`config.mk`:
```
export PLATFORM = sky130hd
export DESIGN_NAME = dual_load_switch_overcurrent_guard
export DESIGN_NICKNAME = d
export VERILOG_FILES = /design/src/dlsog_pkg.sv /design/src/dlsog_chan.sv /design/src/dlsog_out.sv /design/src/dual_load_switch_overcurrent_guard.sv
export SDC_FILE = /design/constraint.sdc
export NUM_CORES = 1
export LEC_CHECK = 0
export BUFFER_PORTS_ARGS = -buffer_cell sky130_fd_sc_hd__buf_2
export CORE_ASPECT_RATIO = 1.4
export CORE_MARGIN = 1.5
export CORE_UTILIZATION = 55
export DETAILED_ROUTE_END_ITERATION = 7
export GPL_TIMING_DRIVEN = 0
export PLACE_DENSITY_LB_ADDON = 0.3
export SLEW_MARGIN = 20
export SYNTH_ARGS = -nofsm -noshare
export SYNTH_HDL_FRONTEND = slang
export SYNTH_HIERARCHICAL = 1
export SYNTH_SLANG_ARGS = --single-unit
```
`constraint.sdc`:
```
create_clock -name clk -period 6.7 [get_ports clk]
set_input_delay 1.005 -clock clk [delete_from_list [all_inputs] [get_ports clk]]
set_output_delay 1.005 -clock clk [all_outputs]
set_load 0.01 [all_outputs]
```
`src/dlsog_pkg.sv`:
```
// Shared types and constants for the dual load switch overcurrent guard.
`default_nettype none
package dlsog_pkg;

  localparam int SENSE_W   = 12;
  localparam int ELAPSED_W = 16;
  localparam int COUNT_W   = 8;
  localparam int CFG_IDX_W = 8;
  localparam int CFG_DAT_W = 16;
  localparam int IN_DATA_W  = 32;
  localparam int OUT_DATA_W = 32;

  localparam logic [CFG_IDX_W-1:0] CFG_SAMPLE_INTERVAL  = 8'd0;
  localparam logic [CFG_IDX_W-1:0] CFG_TRIP_THRESHOLD   = 8'd1;
  localparam logic [CFG_IDX_W-1:0] CFG_TRIP_SAMPLES     = 8'd2;
  localparam logic [CFG_IDX_W-1:0] CFG_RECOVER_INTERVAL = 8'd3;

  localparam logic [ELAPSED_W-1:0] RST_SAMPLE_INTERVAL  = 16'd10;
  localparam logic [SENSE_W-1:0]   RST_TRIP_THRESHOLD   = 12'd3000;
  localparam logic [COUNT_W-1:0]   RST_TRIP_SAMPLES     = 8'd3;
  localparam logic [ELAPSED_W-1:0] RST_RECOVER_INTERVAL = 16'd1000;

  localparam logic [ELAPSED_W-1:0] ELAPSED_MAX = '1;
  localparam logic [COUNT_W-1:0]   COUNT_MAX   = '1;

  typedef struct packed {
    logic [SENSE_W-1:0]   trip_threshold;
    logic [COUNT_W-1:0]   trip_samples;
    logic [ELAPSED_W-1:0] recover_interval;
  } chan_cfg_t;

  typedef struct packed {
    logic               left_gate;
    logic               right_gate;
    logic               left_fault;
    logic               right_fault;
    logic               sampled;
    logic [SENSE_W-1:0] left_level;
    logic [SENSE_W-1:0] right_level;
  } result_t;

endpackage
`default_nettype wire

```
`src/dlsog_chan.sv`:
```
// One channel: overcurrent count, trip flag, recovery timer and last reading.
`default_nettype none
module dlsog_chan (
  input  wire logic                        clk,
  input  wire logic                        rst,
  input  wire logic                        step,
  input  wire logic                        sample_now,
  input  wire logic [dlsog_pkg::SENSE_W-1:0] level,
  input  wire dlsog_pkg::chan_cfg_t        cfg,
  output logic                             trip_next,
  output logic [dlsog_pkg::SENSE_W-1:0]    last_next
);
  import dlsog_pkg::*;

  logic [COUNT_W-1:0]   over_count, over_count_next, count_inc;
  logic                 trip_flag;
  logic                 recover_armed, recover_armed_next;
  logic [ELAPSED_W-1:0] recover_elapsed, recover_elapsed_next, elapsed_inc;
  logic [SENSE_W-1:0]   last_sample;

  always_comb begin
    elapsed_inc = recover_elapsed;
    if (recover_armed && recover_elapsed != ELAPSED_MAX) begin
      elapsed_inc = recover_elapsed + 1'b1;
    end
    count_inc = (over_count != COUNT_MAX) ? over_count + 1'b1 : over_count;

    over_count_next      = over_count;
    trip_next            = trip_flag;
    recover_armed_next   = recover_armed;
    recover_elapsed_next = elapsed_inc;
    last_next            = last_sample;

    if (sample_now) begin
      last_next = level;
      if (level >= cfg.trip_threshold) begin
        if (!trip_flag) begin
          if (count_inc >= cfg.trip_samples) begin
            trip_next            = 1'b1;
            over_count_next      = '0;
            recover_armed_next   = 1'b0;
            recover_elapsed_next = '0;
          end else begin
            over_count_next = count_inc;
          end
        end
      end else begin
        over_count_next = '0;
        if (trip_flag) begin
          if (!recover_armed) begin
            recover_armed_next   = 1'b1;
            recover_elapsed_next = '0;
          end else if (elapsed_inc >= cfg.recover_interval) begin
            trip_next            = 1'b0;
            recover_armed_next   = 1'b0;
            recover_elapsed_next = '0;
          end
        end
      end
    end
  end

  always_ff @(posedge clk) begin
    if (rst) begin
      over_count      <= '0;
      trip_flag       <= 1'b0;
      recover_armed   <= 1'b0;
      recover_elapsed <= '0;
      last_sample     <= '0;
    end else if (step) begin
      over_count      <= over_count_next;
      trip_flag       <= trip_next;
      recover_armed   <= recover_armed_next;
      recover_elapsed <= recover_elapsed_next;
      last_sample     <= last_next;
    end
  end

endmodule
`default_nettype wire

```
`src/dlsog_out.sv`:
```
// Result register with backpressure toward the master-side stream.
`default_nettype none
module dlsog_out (
  input  wire logic                               clk,
  input  wire logic                               rst,
  input  wire logic                               load,
  input  wire dlsog_pkg::result_t                 result,
  output logic                                    ready,
  output logic                                    tvalid,
  input  wire logic                               tready,
  output logic [dlsog_pkg::OUT_DATA_W-1:0]        tdata
);
  import dlsog_pkg::*;

  result_t held;

  assign ready = !tvalid || tready;

  always_ff @(posedge clk) begin
    if (rst) begin
      tvalid <= 1'b0;
    end else if (load) begin
      tvalid <= 1'b1;
    end else if (tready) begin
      tvalid <= 1'b0;
    end
  end

  always_ff @(posedge clk) begin
    if (load) begin
      held <= result;
    end
  end

  assign tdata = {3'b000, held.right_level, held.left_level, held.sampled,
                  held.right_fault, held.left_fault, held.right_gate, held.left_gate};

endmodule
`default_nettype wire

```
`src/dual_load_switch_overcurrent_guard.sv`:
```
// Top level of the dual load switch overcurrent guard.
//
// Each slave-side beat is one millisecond tick carrying both current-sense
// readings and both switch requests. Each tick yields exactly one master-side
// beat with the gate drives, fault flags, a sampled flag and the last
// sampled readings.
// Latency: the result beat is valid on the cycle after the tick is accepted.
// Throughput: one tick per clock while m_axis_tready is high; channel state
// and sample timer update on acceptance; the result lands in one register.
// Stall: when the receiver holds m_axis_tready low, the result register holds
// its beat and s_axis_tready drops until that beat is taken, so no beat is
// lost or repeated.
// Configuration: cfg_valid/cfg_ready/cfg_index/cfg_data write one register
// per beat; index 0 sample interval, 1 trip threshold, 2 trip samples,
// 3 recovery interval; other indexes are dropped. Write only while idle.
// Reset: rst (synchronous, active high) restores register defaults
// 10/3000/3/1000, clears all timers, counts, trips and readings, and empties
// the result register.
`default_nettype none
module dual_load_switch_overcurrent_guard (
  input  wire logic                                 clk,
  input  wire logic                                 rst,
  input  wire logic                                 s_axis_tvalid,
  output logic                                      s_axis_tready,
  // left_sample[11:0], right_sample[23:12], left_request[24],
  // right_request[25], zero [31:26]
  input  wire logic [dlsog_pkg::IN_DATA_W-1:0]      s_axis_tdata,
  output logic                                      m_axis_tvalid,
  input  wire logic                                 m_axis_tready,
  // left_gate[0], right_gate[1], left_fault[2], right_fault[3], sampled[4],
  // left_level[16:5], right_level[28:17], zero [31:29]
  output logic [dlsog_pkg::OUT_DATA_W-1:0]          m_axis_tdata,
  input  wire logic                                 cfg_valid,
  output logic                                      cfg_ready,
  input  wire logic [dlsog_pkg::CFG_IDX_W-1:0]      cfg_index,
  input  wire logic [dlsog_pkg::CFG_DAT_W-1:0]      cfg_data
);
  import dlsog_pkg::*;

  logic                 accept;
  logic [SENSE_W-1:0]   left_sample, right_sample;
  logic                 left_request, right_request;
  logic [ELAPSED_W-1:0] sample_interval;
  chan_cfg_t            chan_cfg;
  logic                 sample_armed, sample_armed_next;
  logic [ELAPSED_W-1:0] sample_elapsed, sample_elapsed_next, sample_inc;
  logic                 sample_now;
  logic                 left_trip, right_trip, any_trip;
  logic [SENSE_W-1:0]   left_last, right_last;
  result_t              result;

  assign accept        = s_axis_tvalid && s_axis_tready;
  assign left_sample   = s_axis_tdata[SENSE_W-1:0];
  assign right_sample  = s_axis_tdata[2*SENSE_W-1:SENSE_W];
  assign left_request  = s_axis_tdata[2*SENSE_W];
  assign right_request = s_axis_tdata[2*SENSE_W+1];
  assign cfg_ready     = 1'b1;

  always_ff @(posedge clk) begin
    if (rst) begin
      sample_interval           <= RST_SAMPLE_INTERVAL;
      chan_cfg.trip_threshold   <= RST_TRIP_THRESHOLD;
      chan_cfg.trip_samples     <= RST_TRIP_SAMPLES;
      chan_cfg.recover_interval <= RST_RECOVER_INTERVAL;
    end else if (cfg_valid) begin
      unique case (cfg_index)
        CFG_SAMPLE_INTERVAL:  sample_interval           <= cfg_data;
        CFG_TRIP_THRESHOLD:   chan_cfg.trip_threshold   <= cfg_data[SENSE_W-1:0];
        CFG_TRIP_SAMPLES:     chan_cfg.trip_samples     <= cfg_data[COUNT_W-1:0];
        CFG_RECOVER_INTERVAL: chan_cfg.recover_interval <= cfg_data;
        default: ;
      endcase
    end
  end

  always_comb begin
    sample_inc = (sample_elapsed != ELAPSED_MAX) ? sample_elapsed + 1'b1 : sample_elapsed;
    sample_now          = 1'b0;
    sample_armed_next   = 1'b1;
    sample_elapsed_next = '0;
    if (sample_armed) begin
      if (sample_inc >= sample_interval) begin
        sample_now        = 1'b1;
        sample_armed_next = 1'b0;
      end else begin
        sample_elapsed_next = sample_inc;
      end
    end
  end

  always_ff @(posedge clk) begin
    if (rst) begin
      sample_armed   <= 1'b0;
      sample_elapsed <= '0;
    end else if (accept) begin
      sample_armed   <= sample_armed_next;
      sample_elapsed <= sample_elapsed_next;
    end
  end

  dlsog_chan u_left (
    .clk        (clk),
    .rst        (rst),
    .step       (accept),
    .sample_now (sample_now),
    .level      (left_sample),
    .cfg        (chan_cfg),
    .trip_next  (left_trip),
    .last_next  (left_last)
  );

  dlsog_chan u_right (
    .clk        (clk),
    .rst        (rst),
    .step       (accept),
    .sample_now (sample_now),
    .level      (right_sample),
    .cfg        (chan_cfg),
    .trip_next  (right_trip),
    .last_next  (right_last)
  );

  assign any_trip = left_trip || right_trip;

  always_comb begin
    result.left_gate   = left_request && !any_trip;
    result.right_gate  = right_request && !any_trip;
    result.left_fault  = left_trip;
    result.right_fault = right_trip;
    result.sampled     = sample_now;
    result.left_level  = left_last;
    result.right_level = right_last;
  end

  dlsog_out u_out (
    .clk    (clk),
    .rst    (rst),
    .load   (accept),
    .result (result),
    .ready  (s_axis_tready),
    .tvalid (m_axis_tvalid),
    .tready (m_axis_tready),
    .tdata  (m_axis_tdata)
  );

endmodule
`default_nettype wire

```
==> results.sh <==
export IMPL_synth_cell_type_count=75
export IMPL_setup_tns_ps=0
export IMPL_status="finished clean"
export IMPL_core_area_um2=19100
export IMPL_max_cap_violations=0
export IMPL_firstDrtPassIters=6
export IMPL_htree_levels=4
export IMPL_multi_input_area_um2=6230
export IMPL_cts_buffer_depth=2
export IMPL_cts_inserted_buffers=17
export IMPL_tightest_slew_ps=736
export IMPL_clock_skew_ps=12.3
export IMPL_r2r_setup_slack_ps=1690
export IMPL_grt_pass1_wl_mm=42.7
export IMPL_vias=9148
export IMPL_yosys_area_top_type_share=0.275
export IMPL_crit_fanout=10
export IMPL_die_area_um2=20200
export IMPL_synth_largest_area_cell="dfxtp_1"
export IMPL_period_share=0.747
export IMPL_wl_mm=26.6
export IMPL_cts_tree="done"
export IMPL_critPathLaunch="sample_elapsed[0]"
export IMPL_cts_sinks=175
export IMPL_ys_top_cells_by_area="dfxtp_1 27%, ha_1 11%, edfxtp_1 8.2%"
export IMPL_worstSkewPairLatency_ps=440
export IMPL_crit_type="flop to flop"
export IMPL_finalHoldViolations=0
export IMPL_slew_headroom=0.508
export IMPL_nets=1469
export IMPL_rows=60
export IMPL_antenna_found_initial=0
export IMPL_synthToLayoutAreaGrowth_pct=12.6
export IMPL_grt_max_degree=23
export IMPL_drive_above_1_share=0.147
export IMPL_final_common_cell="nor2_1"
export IMPL_fillerInstances=1617
export IMPL_grt_pass1_vias=8790
export IMPL_cp_required_ps=6870
export IMPL_clk_root_buffer_cell="clkbuf_16"
export IMPL_critPathCaptureType="flop"
export IMPL_hold_path_class="flop to flop"
export IMPL_avgRoutedWirePerCell_um=16.9
export IMPL_postCtsSetupBuffers=0
export IMPL_r2r_cells=16
export IMPL_drc_errors=0
export IMPL_die_w_um=121
export IMPL_ant_nets=0
export IMPL_whs_path_depth=2
export IMPL_period_needed_ps=5010
export IMPL_synth_seq_cells=175
export IMPL_layout_common_cells="159 x nor2_1, 146 x dfxtp_1, 101 x inv_1"
export IMPL_cts_clk_slew_worst_paths_ps=70
export IMPL_r2r_start="sample_elapsed[0]"
export IMPL_start_kind="flop"
export IMPL_syn_cell_area_um2=10600
export IMPL_timing_rr_end="u_out/tdata[0]"
export IMPL_ys_seq_area_frac=0.357
export IMPL_drt_iter0_drc=685
export IMPL_fmaxAchievable_mhz=200
export IMPL_ioPinCount=96
export IMPL_seqCellArea_um2=3790
export IMPL_p_leak_uw=0.00525
export IMPL_ir_drop_mv=0.179
export IMPL_place_congestion=0.903
export IMPL_avgSynthCellArea_um2=8.80
export IMPL_yosysWarningCount=6
export IMPL_dp_hpwl_mm=20.4
export IMPL_gr_usage_all_layers=0.265
export IMPL_setup_violations_final=0
export IMPL_min_delay_start="u_left/last_sample[0]"
export IMPL_slew_viol_final=0
export IMPL_syn_inst=1208
export IMPL_synthFlopType="dfxtp_1"
export IMPL_grt_overflow=0
export IMPL_synth_edf_count=29
export IMPL_start_util=0.558
export IMPL_diodes=0
export IMPL_whs_endpoint="u_left/last_sample[0]"
export IMPL_cts_resized=0
export IMPL_post_drt_via_cell_ratio=5.80
export IMPL_rsz0062_at_grt="false"
export IMPL_portBuffers=85
export IMPL_power_uw=2320
export IMPL_ys_async_sr_fraction=0
export IMPL_cp_arrival_ps=5180
export IMPL_cts_hold_buf=0
export IMPL_power_density_nw_per_um2=193
export IMPL_dieHeight_um=168
-- power breakdown --
group	switching, µW	internal, µW	leakage, µW
logic	135	85.2	0.00349
clock network	479	495	0.000280
registers	20.2	1100	0.00147
-- how the worst max path moves through the flow --
stage                                end  slack (ps)  cells past startpoint
global route              u_out/tdata[0]        1440                     16
detailed placement        u_out/tdata[0]        1840                     16
global placement          u_out/tdata[0]        1920                     16
CTS                       u_out/tdata[0]        1800                     16
finish                    u_out/tdata[0]        1690                     16
floorplan           u_left/over_count[0]        2760                     16
-- kinds of logic (layout without fill, tap and decap cells) --
group	after synthesis	after routing	share of synthesized area
AND/OR/NAND/NOR	438	438	0.206
buffers and inverters	150	268	0.0578
AO/OA/AOI/OAI	218	218	0.146
other	2	4	0.000706
XOR/XNOR	43	43	0.0354
flip-flops	175	175	0.357
multiplexers	89	89	0.0874
adder cells (fa/ha/maj)	93	93	0.109
-- critical path, stage by stage (launching register included) --
cell      delay, ps
dfxtp_1         410
ha_1            210
nand3_1         110
or4_1           540
nor2_1          130
mux2_2          370
ha_1            300
nand4_1         140
a211oi_1        210
a32oi_1         170
nand2_1         100
and2_1          270
clkbuf_1        500
buf_1           580
a21oi_1         180
o22ai_1         390
nor3b_1         100
-- sequential cells by signal, summed over array words and instances (netlist names) --
| register | cells |
|---|---|
| sample_armed | 1 |
| u_right/recover_elapsed | 16 |
| sample_elapsed | 16 |
| chan_cfg | 36 |
| u_out/tdata | 29 |
| sample_interval | 16 |
| u_left/recover_elapsed | 16 |
| u_right/recover_armed | 1 |
| u_right/trip_flag | 1 |
| u_right/over_count | 8 |
| u_left/over_count | 8 |
| u_left/recover_armed | 1 |
| u_out/tvalid | 1 |
| u_left/last_sample | 12 |
| u_left/trip_flag | 1 |
| u_right/last_sample | 12 |
-- cells in the mapped netlist, types with 7 or more instances --
cell type,number
o31ai_1,26
o22ai_1,8
xor2_1,15
nor3_1,50
nor2_1,159
a211oi_1,11
clkbuf_1,28
a21o_1,19
and3_1,14
mux2_2,29
a21oi_1,43
dfxtp_1,146
ha_1,93
a31oi_1,7
mux2i_1,58
o21ai_0,14
edfxtp_1,29
o21ai_1,7
a22oi_1,21
buf_2,7
a22o_1,14
inv_1,102
nand3_1,24
o21a_1,7
nand4_1,30
xnor2_1,28
nand2_1,95
and2_1,7
-- cell type report --
cell class / count / share of cell area
Multi-Input combinational cell: 885 / 0.521
Sequential cell: 175 / 0.317
Timing Repair Buffer: 86 / 0.0378
Clock buffer: 17 / 0.0355
Inverter: 102 / 0.0320
Tap cell: 248 / 0.0259
Buffer: 48 / 0.0193
Clock inverter: 15 / 0.0120
-- per-stage QoR --
stage | cell area (µm²) | cells | setup WS (ps) | hold slack, ps | utilization
floorplan | 10600 | 1210 | 2760 | 453 | -
global placement | 11400 | 1543 | 1920 | 466 | 0.597
detailed placement | 11400 | 1544 | 1840 | 472 | 0.598
CTS | 12000 | 1576 | 1800 | 482 | 0.628
global route | 12000 | 1576 | 1440 | 501 | 0.628
finish | 12000 | 1576 | 1690 | 480 | 0.628
-- metal layers --
layer  vias up  wire length (µm)  track usage
met1      4254             10900        0.300
met5         -                 0            0
li1       4538                 -            -
met3        77              1030       0.0358
met4         0              1350        0.152
met2       279             13300        0.472
No activity file was read; power rests on OpenSTA's default activity.
